### src/bole_pkg.sv
// Shared constants and types for the bounded ordered list engine.
`default_nettype none

package bole_pkg;

   localparam int LIST_DEPTH_DEF   = 16;
   localparam int HANDLE_WIDTH_DEF = 32;

   localparam int OPCODE_W      = 3;
   localparam int POSITION_W    = 4;
   localparam int HANDLE_PORT_W = 32;
   localparam int STATUS_W      = 2;
   localparam int ENTRY_COUNT_W = 5;

   typedef enum logic [OPCODE_W-1:0] {
      OP_APPEND    = 3'd0,
      OP_CLEAR     = 3'd1,
      OP_GET       = 3'd2,
      OP_SWAP_DOWN = 3'd3,
      OP_SWAP_UP   = 3'd4,
      OP_REMOVE    = 3'd5,
      OP_REPLACE   = 3'd6
   } opcode_type;

   typedef enum logic [STATUS_W-1:0] {
      ST_OK     = 2'd0,
      ST_ZERO   = 2'd1,
      ST_FULL   = 2'd2,
      ST_BADIDX = 2'd3
   } status_type;

endpackage

`default_nettype wire

### src/bole_store.sv
// Entry store: one write port and one registered read port.
`default_nettype none

module bole_store #(
   parameter int LIST_DEPTH   = 16,
   parameter int HANDLE_WIDTH = 32
) (
   input  wire logic                            clock,
   input  wire logic                            wr_en,
   input  wire logic [$clog2(LIST_DEPTH)-1:0]   wr_addr,
   input  wire logic [HANDLE_WIDTH-1:0]         wr_data,
   input  wire logic [$clog2(LIST_DEPTH)-1:0]   rd_addr,
   output      logic [HANDLE_WIDTH-1:0]         rd_data
);

   logic [HANDLE_WIDTH-1:0] mem_ff [LIST_DEPTH];
   logic [HANDLE_WIDTH-1:0] rd_data_ff;

   always_ff @(posedge clock) begin
      if (wr_en) begin
         mem_ff[wr_addr] <= wr_data;
      end
      rd_data_ff <= mem_ff[rd_addr];
   end

   assign rd_data = rd_data_ff;

endmodule

`default_nettype wire

### src/bole_ctrl.sv
// Sequencer: decodes a request, steps the store through its reads and writes, holds the response.
`default_nettype none

module bole_ctrl #(
   parameter int LIST_DEPTH   = 16,
   parameter int HANDLE_WIDTH = 32
) (
   input  wire logic                                  clock,
   input  wire logic                                  reset,
   input  wire logic                                  req_valid,
   output      logic                                  req_stall,
   input  wire logic [bole_pkg::OPCODE_W-1:0]         req_opcode,
   input  wire logic [bole_pkg::POSITION_W-1:0]       req_position,
   input  wire logic [bole_pkg::HANDLE_PORT_W-1:0]    req_handle_in,
   output      logic                                  rsp_valid,
   input  wire logic                                  rsp_stall,
   output      logic [bole_pkg::STATUS_W-1:0]         rsp_status,
   output      logic [bole_pkg::HANDLE_PORT_W-1:0]    rsp_handle_out,
   output      logic [bole_pkg::ENTRY_COUNT_W-1:0]    rsp_entry_count,
   output      logic                                  mem_wr_en,
   output      logic [$clog2(LIST_DEPTH)-1:0]         mem_wr_addr,
   output      logic [HANDLE_WIDTH-1:0]               mem_wr_data,
   output      logic [$clog2(LIST_DEPTH)-1:0]         mem_rd_addr,
   input  wire logic [HANDLE_WIDTH-1:0]               mem_rd_data
);

   import bole_pkg::*;

   localparam int ADDR_W = $clog2(LIST_DEPTH);
   localparam int CNT_W  = $clog2(LIST_DEPTH + 1);
   localparam int IDX_W  = (CNT_W > POSITION_W) ? CNT_W : POSITION_W;

   typedef logic [ADDR_W-1:0]       addr_type;
   typedef logic [CNT_W-1:0]        cnt_type;
   typedef logic [IDX_W-1:0]        idx_type;
   typedef logic [HANDLE_WIDTH-1:0] handle_type;

   typedef enum logic [3:0] {
      IDLE,
      GET_WAIT,
      SWAP_RD2,
      SWAP_WR1,
      SWAP_WR2,
      REM_HEAD,
      REM_SHIFT,
      REP_WR,
      DONE
   } state_type;

   state_type  state_ff, state_in;
   cnt_type    count_ff, count_in;
   idx_type    cur_ff, cur_in;
   idx_type    wa_ff, wa_in;
   handle_type hold_ff, hold_in;
   handle_type hreq_ff, hreq_in;
   status_type status_ff, status_in;
   handle_type hout_ff, hout_in;
   logic       rsp_valid_ff, rsp_valid_in;
   status_type rsp_status_ff, rsp_status_in;
   logic [HANDLE_PORT_W-1:0] rsp_handle_ff, rsp_handle_in;
   logic [ENTRY_COUNT_W-1:0] rsp_count_ff, rsp_count_in;

   opcode_type op;
   idx_type    pos_ext;
   idx_type    count_ext;
   handle_type h_req;
   logic       idx_ok;
   idx_type    step_idx;
   logic       step_ok;

   assign op        = opcode_type'(req_opcode);
   assign pos_ext   = idx_type'(req_position);
   assign count_ext = idx_type'(count_ff);
   assign h_req     = handle_type'(req_handle_in);
   assign idx_ok    = pos_ext < count_ext;

   // shared cursor step: next index and its bound check
   assign step_idx  = idx_type'(cur_ff + 1'b1);
   assign step_ok   = step_idx < count_ext;

   assign req_stall = (state_ff != IDLE);

   always_comb begin
      state_in      = state_ff;
      count_in      = count_ff;
      cur_in        = cur_ff;
      wa_in         = wa_ff;
      hold_in       = hold_ff;
      hreq_in       = hreq_ff;
      status_in     = status_ff;
      hout_in       = hout_ff;
      rsp_valid_in  = rsp_valid_ff;
      rsp_status_in = rsp_status_ff;
      rsp_handle_in = rsp_handle_ff;
      rsp_count_in  = rsp_count_ff;
      mem_wr_en     = 1'b0;
      mem_wr_addr   = addr_type'(cur_ff);
      mem_wr_data   = mem_rd_data;
      mem_rd_addr   = addr_type'(pos_ext);

      if (rsp_valid_ff && !rsp_stall) begin
         rsp_valid_in = 1'b0;
      end

      unique case (state_ff)
         IDLE: begin
            if (req_valid) begin
               status_in = ST_OK;
               hout_in   = '0;
               cur_in    = pos_ext;
               hreq_in   = h_req;
               state_in  = DONE;
               unique case (op)
                  OP_APPEND: begin
                     if (h_req == '0) begin
                        status_in = ST_ZERO;
                     end else if (count_ff == cnt_type'(LIST_DEPTH)) begin
                        status_in = ST_FULL;
                     end else begin
                        mem_wr_en   = 1'b1;
                        mem_wr_addr = addr_type'(count_ff);
                        mem_wr_data = h_req;
                        count_in    = cnt_type'(count_ff + 1'b1);
                     end
                  end
                  OP_CLEAR: begin
                     count_in = '0;
                  end
                  OP_GET: begin
                     if (!idx_ok) begin
                        status_in = ST_BADIDX;
                     end else begin
                        state_in = GET_WAIT;
                     end
                  end
                  OP_SWAP_DOWN: begin
                     if (!idx_ok) begin
                        status_in = ST_BADIDX;
                     end else if (idx_type'(pos_ext + 1'b1) < count_ext) begin
                        state_in = SWAP_RD2;
                     end
                  end
                  OP_SWAP_UP: begin
                     if (!idx_ok) begin
                        status_in = ST_BADIDX;
                     end else if (pos_ext != '0) begin
                        cur_in      = idx_type'(pos_ext - 1'b1);
                        mem_rd_addr = addr_type'(cur_in);
                        state_in    = SWAP_RD2;
                     end
                  end
                  OP_REMOVE: begin
                     if (!idx_ok) begin
                        status_in = ST_BADIDX;
                     end else begin
                        state_in = REM_HEAD;
                     end
                  end
                  OP_REPLACE: begin
                     if (h_req == '0) begin
                        status_in = ST_ZERO;
                     end else if (!idx_ok) begin
                        status_in = ST_BADIDX;
                     end else begin
                        state_in = REP_WR;
                     end
                  end
                  default: begin
                     state_in = DONE;
                  end
               endcase
            end
         end
         GET_WAIT: begin
            hout_in  = mem_rd_data;
            state_in = DONE;
         end
         SWAP_RD2: begin
            hold_in     = mem_rd_data;
            mem_rd_addr = addr_type'(step_idx);
            state_in    = SWAP_WR1;
         end
         SWAP_WR1: begin
            mem_wr_en   = 1'b1;
            mem_wr_addr = addr_type'(cur_ff);
            mem_wr_data = mem_rd_data;
            state_in    = SWAP_WR2;
         end
         SWAP_WR2: begin
            mem_wr_en   = 1'b1;
            mem_wr_addr = addr_type'(step_idx);
            mem_wr_data = hold_ff;
            state_in    = DONE;
         end
         REM_HEAD: begin
            hout_in = mem_rd_data;
            wa_in   = cur_ff;
            if (step_ok) begin
               mem_rd_addr = addr_type'(step_idx);
               cur_in      = step_idx;
               state_in    = REM_SHIFT;
            end else begin
               count_in = cnt_type'(count_ff - 1'b1);
               state_in = DONE;
            end
         end
         REM_SHIFT: begin
            mem_wr_en   = 1'b1;
            mem_wr_addr = addr_type'(wa_ff);
            mem_wr_data = mem_rd_data;
            wa_in       = cur_ff;
            if (step_ok) begin
               mem_rd_addr = addr_type'(step_idx);
               cur_in      = step_idx;
            end else begin
               count_in = cnt_type'(count_ff - 1'b1);
               state_in = DONE;
            end
         end
         REP_WR: begin
            hout_in     = mem_rd_data;
            mem_wr_en   = 1'b1;
            mem_wr_addr = addr_type'(cur_ff);
            mem_wr_data = hreq_ff;
            state_in    = DONE;
         end
         DONE: begin
            if (!rsp_valid_ff || !rsp_stall) begin
               rsp_valid_in  = 1'b1;
               rsp_status_in = status_ff;
               rsp_handle_in = HANDLE_PORT_W'(hout_ff);
               rsp_count_in  = ENTRY_COUNT_W'(count_ff);
               state_in      = IDLE;
            end
         end
         default: begin
            state_in = IDLE;
         end
      endcase
   end

   always_ff @(posedge clock) begin
      cur_ff        <= cur_in;
      wa_ff         <= wa_in;
      hold_ff       <= hold_in;
      hreq_ff       <= hreq_in;
      status_ff     <= status_in;
      hout_ff       <= hout_in;
      rsp_status_ff <= rsp_status_in;
      rsp_handle_ff <= rsp_handle_in;
      rsp_count_ff  <= rsp_count_in;
      if (reset) begin
         state_ff     <= IDLE;
         count_ff     <= '0;
         rsp_valid_ff <= 1'b0;
      end else begin
         state_ff     <= state_in;
         count_ff     <= count_in;
         rsp_valid_ff <= rsp_valid_in;
      end
   end

   assign rsp_valid       = rsp_valid_ff;
   assign rsp_status      = rsp_status_ff;
   assign rsp_handle_out  = rsp_handle_ff;
   assign rsp_entry_count = rsp_count_ff;

endmodule

`default_nettype wire

### src/bounded_ordered_list_engine.sv
// Append, clear, unused opcodes, refusals and swaps at an end go straight to the response
// state; get and replace first wait for the store read; a swap that moves entries reads
// both and writes both; remove shifts every later entry down, one entry a cycle through the
// single store port. One request at a time; the next is taken once the response register is
// loaded. Reset clears the count, sequencer and response valid; slots at or past the count
// are never returned.
`default_nettype none

module bounded_ordered_list_engine #(
   parameter int LIST_DEPTH   = bole_pkg::LIST_DEPTH_DEF,
   parameter int HANDLE_WIDTH = bole_pkg::HANDLE_WIDTH_DEF
) (
   input  wire logic                                  clock,
   input  wire logic                                  reset,
   input  wire logic                                  req_valid,
   output      logic                                  req_stall,
   input  wire logic [bole_pkg::OPCODE_W-1:0]         req_opcode,
   input  wire logic [bole_pkg::POSITION_W-1:0]       req_position,
   input  wire logic [bole_pkg::HANDLE_PORT_W-1:0]    req_handle_in,
   output      logic                                  rsp_valid,
   input  wire logic                                  rsp_stall,
   output      logic [bole_pkg::STATUS_W-1:0]         rsp_status,
   output      logic [bole_pkg::HANDLE_PORT_W-1:0]    rsp_handle_out,
   output      logic [bole_pkg::ENTRY_COUNT_W-1:0]    rsp_entry_count
);

   import bole_pkg::*;

   localparam int ADDR_W = $clog2(LIST_DEPTH);

   logic                    mem_wr_en;
   logic [ADDR_W-1:0]       mem_wr_addr;
   logic [HANDLE_WIDTH-1:0] mem_wr_data;
   logic [ADDR_W-1:0]       mem_rd_addr;
   logic [HANDLE_WIDTH-1:0] mem_rd_data;

   bole_ctrl #(
      .LIST_DEPTH   (LIST_DEPTH),
      .HANDLE_WIDTH (HANDLE_WIDTH)
   ) u_ctrl (
      .clock           (clock),
      .reset           (reset),
      .req_valid       (req_valid),
      .req_stall       (req_stall),
      .req_opcode      (req_opcode),
      .req_position    (req_position),
      .req_handle_in   (req_handle_in),
      .rsp_valid       (rsp_valid),
      .rsp_stall       (rsp_stall),
      .rsp_status      (rsp_status),
      .rsp_handle_out  (rsp_handle_out),
      .rsp_entry_count (rsp_entry_count),
      .mem_wr_en       (mem_wr_en),
      .mem_wr_addr     (mem_wr_addr),
      .mem_wr_data     (mem_wr_data),
      .mem_rd_addr     (mem_rd_addr),
      .mem_rd_data     (mem_rd_data)
   );

   bole_store #(
      .LIST_DEPTH   (LIST_DEPTH),
      .HANDLE_WIDTH (HANDLE_WIDTH)
   ) u_store (
      .clock   (clock),
      .wr_en   (mem_wr_en),
      .wr_addr (mem_wr_addr),
      .wr_data (mem_wr_data),
      .rd_addr (mem_rd_addr),
      .rd_data (mem_rd_data)
   );

   assert property (@(posedge clock) disable iff (reset)
      (req_valid && !req_stall) |=> req_stall)
      else $error("request accepted but engine not busy afterwards");

   assert property (@(posedge clock) disable iff (reset)
      (rsp_valid && rsp_status == ST_FULL) |->
         rsp_entry_count == ENTRY_COUNT_W'(LIST_DEPTH))
      else $error("full status with list not at capacity");

   assert property (@(posedge clock) disable iff (reset)
      (rsp_valid && rsp_status != ST_OK) |-> rsp_handle_out == '0)
      else $error("refused request returned a handle");

   assert property (@(posedge clock) disable iff (reset)
      (req_valid && !req_stall && req_opcode == OP_CLEAR) |=>
         (!req_stall) [->1] ##0 (rsp_valid && rsp_entry_count == '0))
      else $error("clear did not empty the list");

endmodule

`default_nettype wire
### config.mk
export PLATFORM = sky130hd
export DESIGN_NAME = bounded_ordered_list_engine
export DESIGN_NICKNAME = d
export VERILOG_FILES = /design/src/bole_pkg.sv /design/src/bole_store.sv /design/src/bole_ctrl.sv /design/src/bounded_ordered_list_engine.sv
export SDC_FILE = /design/constraint.sdc
export NUM_CORES = 1
export LEC_CHECK = 0
export BUFFER_PORTS_ARGS = -buffer_cell sky130_fd_sc_hd__buf_2
export CAP_MARGIN = 0
export CORE_MARGIN = 5
export CORE_UTILIZATION = 58
export CTS_CLUSTER_DIAMETER = 40
export DETAILED_ROUTE_END_ITERATION = 8
export PLACE_DENSITY_LB_ADDON = 0.2
export SYNTH_ARGS = -nofsm -noshare
export SYNTH_HDL_FRONTEND = slang
export SYNTH_SLANG_ARGS = --single-unit
export TNS_END_PERCENT = 50
### constraint.sdc
create_clock -name clock -period 15.6 [get_ports clock]
set_input_delay 3.12 -clock clock [delete_from_list [all_inputs] [get_ports clock]]
set_output_delay 3.12 -clock clock [all_outputs]
set_load 0.02 [all_outputs]
Word-level counts from Yosys, hierarchy flattened
Memories as Yosys holds them, arrays and structs flattened. A register that Yosys moved wholly into a read port is not among the register bits.
Index checks and enable logic that the tools add are counted.
{"block": "totals", "regBits": 156, "ram_bits": 512, "out_inout_bits": 41, "n_memories": 1}
{"block": "classes", "mux": 59, "order_cmp": 3, "addsub": 5, "eq_ne": 23, "reduce_logical": 22}
{"memory": "u_store.mem_ff", "words": 16, "width": 32, "read_ports": 1, "rd_ports_with_merged_regs": 1, "write_ports": 1, "line_no": "bole_store.sv:16", "rtl": "logic [HANDLE_WIDTH-1:0] mem_ff [LIST_DEPTH];"}
{"operator": "32-bit 2-to-1 mux", "n": 5}
{"operator": "32-bit one-hot mux with 3 select lines", "n": 1}
{"operator": "4-bit 2-to-1 mux", "n": 21}
{"operator": "32-bit one-hot mux with 2 select lines", "n": 1}
{"operator": "5-bit 2-to-1 mux", "n": 9}
{"operator": "32-bit logical NOT", "n": 1}
{"operator": "5-bit one-hot mux with 2 select lines", "n": 3}
{"operator": "4-bit one-hot mux with 7 select lines", "n": 1}
{"operator": "4-bit one-hot mux with 3 select lines", "n": 2}
{"operator": "4-bit one-hot mux with 5 select lines", "n": 1}
{"operator": "4-bit by 3-bit equality test with 1-bit output (second input constant)", "n": 4}
{"operator": "5-bit by 1-bit adder with 5-bit output (second input constant)", "n": 2}
{"operator": "5-bit < comparator", "n": 2}
{"operator": "3-bit equality test (second input constant)", "n": 3}
{"operator": "1-bit 2-to-1 mux", "n": 9}
{"operator": "3-bit inequality test (second input constant)", "n": 3}
{"operator": "4-bit by 2-bit equality test with 1-bit output (second input constant)", "n": 2}
{"operator": "2-bit 2-to-1 mux", "n": 4}
{"operator": "4-bit OR reduction", "n": 2}
{"operator": "3-bit by 2-bit equality test with 1-bit output (second input constant)", "n": 2}
{"operator": "2-bit inequality test (second input constant)", "n": 3}
{"operator": "2-bit one-hot mux with 3 select lines", "n": 1}
{"operator": "2-bit AND reduction", "n": 3}
{"operator": "3-bit AND reduction", "n": 2}
{"operator": "21 further kinds", "n": 25}

Logic depth before layout (Yosys ltp)
{"block": "depth", "ltp_word": 8, "mapped_depth": 15, "depth_no_buf": 13}

Cells and area by module
From an unflattened synthesis, not the netlist that was laid out.
{"block": "hier_totals", "cells_unflattened": 1387, "hier_area_um2": 27119.8}
{"mod": "bole_store", "seq_area_each_um2": 16015.4, "area_per_inst_um2": 19835.3, "cells_each": 838, "instances": 1}
{"mod": "bole_ctrl", "seq_area_each_um2": 4584.4, "area_per_inst_um2": 7284.5, "cells_each": 549, "instances": 1}

Worst setup path after synthesis
No wires, ideal clock.
{"block": "synth_timing", "kind": "input -> register", "from": "input req_valid", "to": "memory u_store.mem_ff[0][0] (enable)", "path_slack_ps": 8571, "stages": 7, "required_time_ps": 15179, "setup_ps": 421, "t_arrival_ps": 6608, "path_cell_list": "nand2_1 > clkinv_1 > nand3_1 > nor3_1 > a221o_1 > or3_1 > nor2_1"}
{"block": "synth_between", "elab_chain_cells": 4, "elab_cells_between_ends": 6, "cone_classes": "6 x mux"}
{"item": "start, declared", "line_no": "bounded_ordered_list_engine.sv:15", "rtl": "input wire logic req_valid,"}
{"item": "1-bit 2-to-1 mux", "line_no": "bole_ctrl.sv:107", "rtl": "if (req_valid) begin"}
{"item": "1-bit one-hot mux with 2 select lines", "line_no": "bole_ctrl.sv:105", "rtl": "unique case (state_ff)"}
{"item": "1-bit 2-to-1 mux", "line_no": "bole_store.sv:20", "rtl": "if (wr_en) begin"}
{"item": "1-bit 2-to-1 mux (implied by the code)", "line_no": "bole_store.sv:21", "rtl": "mem_ff[wr_addr] <= wr_data;"}
{"item": "end, declared", "line_no": "bole_store.sv:16"}
Parallel ways exist; a longest one is shown, timed or not.

Worst setup path in the final report
{"block": "layout_timing", "from": "input req_position[2] (netlist name)", "to": "register u_store.rd_data_ff[24] (netlist: u_store.rd_data[24]) (read register of u_store.mem_ff)"}
{"block": "layout_between", "elab_chain_cells": 6, "elab_cells_between_ends": 9, "cone_classes": "1 x add/sub; 1 x order compare; 6 x mux; 1 x reduce/logical"}
{"item": "start, declared", "line_no": "bounded_ordered_list_engine.sv:18", "rtl": "input wire logic [bole_pkg::POSITION_W-1:0] req_position,"}
{"item": "4-bit by 1-bit subtractor with 5-bit output / 5-bit nonzero test (equally long branches)", "line_no": "bole_ctrl.sv:147, bole_ctrl.sv:146"}
{"item": "4-bit 2-to-1 mux", "line_no": "bole_ctrl.sv:146", "rtl": "end else if (pos_ext != '0) begin"}
{"item": "4-bit 2-to-1 mux", "line_no": "bole_ctrl.sv:144", "rtl": "if (!idx_ok) begin"}
{"item": "4-bit 2-to-1 mux", "line_no": "bole_ctrl.sv:113", "rtl": "unique case (op)"}
{"item": "4-bit 2-to-1 mux", "line_no": "bole_ctrl.sv:107"}
{"item": "4-bit one-hot mux with 3 select lines (*)", "line_no": "bole_ctrl.sv:105"}
{"item": "end, declared", "line_no": "bole_store.sv:17", "rtl": "logic [HANDLE_WIDTH-1:0] rd_data_ff;"}
Every way passes the cells marked *; elsewhere a longest branch is shown, timed or not.
A chain may end at the register's enable or synchronous reset.

==> flow_summary.json <==
{
  "slew_violations": 0,
  "hold_viol": 0,
  "fin_setup_tns_ns": 0,
  "hold_end": "u_ctrl.rsp_handle_out[28]",
  "r2r_slack_ns": 9.88,
  "fp.coreArea_mm2": 0.0465,
  "grt_overflow": 0,
  "wirelength_um": 64900,
  "critPathLaunchType": "primary input",
  "cts_tree": "yes",
  "crit_type": "primary input to register",
  "synth_area_leaders": "edfxtp_1 (73%), mux2i_1 (9.6%), dfxtp_1 (3.1%)",
  "avgSynthCellArea_um2": 16.9,
  "yosysWarnings": 0,
  "leakagePower_uw": 0.0110,
  "finalNonFillerCells": 2421,
  "root_buffer": "clkbuf_16",
  "synthArstFlopShare_pct": 0,
  "die_x_um": 226,
  "clockBufferDepth": 3,
  "postCtsHoldBufs": 0,
  "grt_use_total_pct": 25.3,
  "drt_iter0_markers": 1792,
  "timing.fmax_mhz": 134,
  "clock_sinks": 700,
  "fin_util_pct": 67.6,
  "seq_area_mm2": 0.0206,
  "skew_ns": 0.0285,
  "antenna_cells": 0,
  "drtPass1Iterations": 6,
  "clock_latency_ns": 0.64,
  "grt_max_degree": 64,
  "htreeDepth": 3,
  "yosysSeqAreaShare_pct": 75.8,
  "holdCritStartpoint": "u_ctrl.hout_ff[28]",
  "crit_required_ns": 16.10,
  "die_y_um": 226,
  "worstPathArrival_ns": 7.98,
  "rsz0062_at_grt": "false",
  "postCtsSetupBuffers": 0,
  "syn-cell-area_mm2": 0.0272,
  "end_kind": "register",
  "rr_startpoint": "u_ctrl.state_ff[1]",
  "fill_cells": 3091,
  "rows": 79,
  "max_cap_viol_count": 0,
  "synth_top_area_share_pct": 72.7,
  "finalInstanceArea_mm2": 0.0314,
  "synthFlopType": "edfxtp_1",
  "crit_fanout": 61,
  "antenna_found_initial": 1,
  "placed_cells": 2254,
  "ys_top_cells_by_count": "edfxtp_1 (658), mux2i_1 (260), o22ai_1 (130)",
  "synth-seq-cells": 700,
  "period_share_pct": 48.0,
  "grt_pass1_vias": 15065,
  "holdWs_ns": 0.414,
  "final_nets": 1798,
  "drive_gt1_share_pct": 16.8,
  "reg2reg_depth": 11,
  "post-route-drc-count": 0,
  "gp_congestion": 0.888,
  "start_util_pct": 58.5,
  "min_path_cells": 0,
  "worst_pin_slew_ns": 1.13,
  "vias": 15177,
  "grt_first_pass_wirelength_um": 95400,
  "synth_nets": 1670,
  "syn2layout_area_growth_pct": 15.6,
  "wl_per_cell_um": 26.8,
  "timing.slew.headroom_pct": 24.8,
  "hp-class": "register to register",
  "multi_input_area_mm2": 0.00620,
  "post_cts_resized": 0,
  "ant_nets": 0,
  "min_period_ns": 7.49,
  "setup_viol": 0,
  "worstReg2RegEnd": "u_store.rd_data[24]",
  "port-buffer-count": 83,
  "viasPerCell": 6.27,
  "place_hpwl_um": 34200,
  "synth-edff-count": 658,
  "yosysTopAreaCell": "edfxtp_1",
  "dpl_cell_area_mm2": 0.0283,
  "ios": 84,
  "peakVddDrop_mv": 0.145,
  "numCtsBuffers": 89,
  "dieArea_mm2": 0.0513,
  "p_per_area_mw_per_mm2": 156,
  "synth.most_common_cell": "edfxtp_1",
  "outcome": "finished clean",
  "synth_cell_types": 58,
  "clk_pin_slew_ns": 0.06,
  "syn_inst": 1610
}
cells by family after synthesis:
family	synth area share, %
DFF	75.8
and+or+nand+nor	5.29
muxes	9.58
AOI/OAI and AO/OA	6.33
buffers and inverters	1.99
adders and majority gates	0.783
xor gates and xnor gates	0.193
power breakdown:
group | internal, uW | switching [uW]
sequential | 2290 | 42.1
combinational | 146 | 361
clock | 1240 | 817
total | 3670 | 1220
cells in the final DEF, fill, tap and decap left out, drive strengths merged, types with 9 or more instances in the layout:
cell type,Yosys,final
dfxtp,42,42
clkbuf,35,108
mux2i,260,260
ha,17,17
nand2,95,95
nor2,54,54
clkinvlp,0,13
nand3,11,11
a21oi,24,24
o22ai,130,130
or4,34,34
edfxtp,658,658
nor3,9,9
buf,49,121
and2,35,35
o21ai,17,17
nand2b,9,9
inv,15,32
clkinv,1,22
nor4,10,10
a222oi,32,32
worst max-delay path by stage:
| stage | slack, ns | startpoint | endpoint |
|---|---|---|---|
| 6_report | 8.11 | req_position[2] | u_store.rd_data[24] |
| 5_1_grt | 7.85 | req_position[2] | u_store.rd_data[27] |
| 4_1_cts | 8.18 | req_position[2] | u_store.rd_data[27] |
| 3_5_place_dp | 7.51 | req_position[2] | u_store.rd_data[29] |
| 3_3_place_gp | 7.65 | req_position[2] | u_store.rd_data[27] |
| 2_1_floorplan | 8.57 | req_valid | u_store.mem_ff[0][0] |
flip-flops by register name, indices dropped and copies added, names as in the netlist:
register                cells
u_ctrl.state_ff             4
u_store.rd_data            32
u_store.mem_ff            512
u_ctrl.rsp_status           2
u_ctrl.rsp_handle_out      32
u_ctrl.rsp_entry_count      5
u_ctrl.rsp_valid            1
u_ctrl.hreq_ff             32
u_ctrl.cur_ff               5
u_ctrl.hout_ff             32
u_ctrl.status_ff            2
u_ctrl.hold_ff             32
u_ctrl.wa_ff                4
u_ctrl.count_ext            5
through the flow:
step,worst slack (ns),power (uW)
after global placement,7.65,2850
after detailed placement,7.51,2870
after CTS,8.18,4920
final,8.11,4890
after floorplan,8.57,2700
after global routing,7.85,5060
worst max-delay path, stage by stage:
cell	delay (ns)
buf_2	0.17
ha_1	0.30
o21a_1	0.18
o21ai_0	0.32
or2_4	0.23
nand2b_4	0.07
o32ai_1	0.30
a21o_4	0.50
buf_4	0.89
buf_4	0.88
mux2i_1	0.30
o22ai_1	0.11
or4_1	0.52
metal layers:
metal  up-vias  share of wire [%]  track usage [%]
met5         -                  0                0
met4         0                1.7             6.73
met3        91                9.1             4.34
met2       714                 49             41.6
met1      7654                 40             35.7
li1       6718                  -                -
cell type report:
type | count | share of cell area [%]
clock buffer | 108 | 7.49
multi-input combinational | 810 | 19.8
inverter | 16 | 0.191
sequential | 700 | 65.6
timing repair buffer | 121 | 2.23
tap | 607 | 2.42
clock inverter | 59 | 2.30
(Power assumes the default switching activity.)
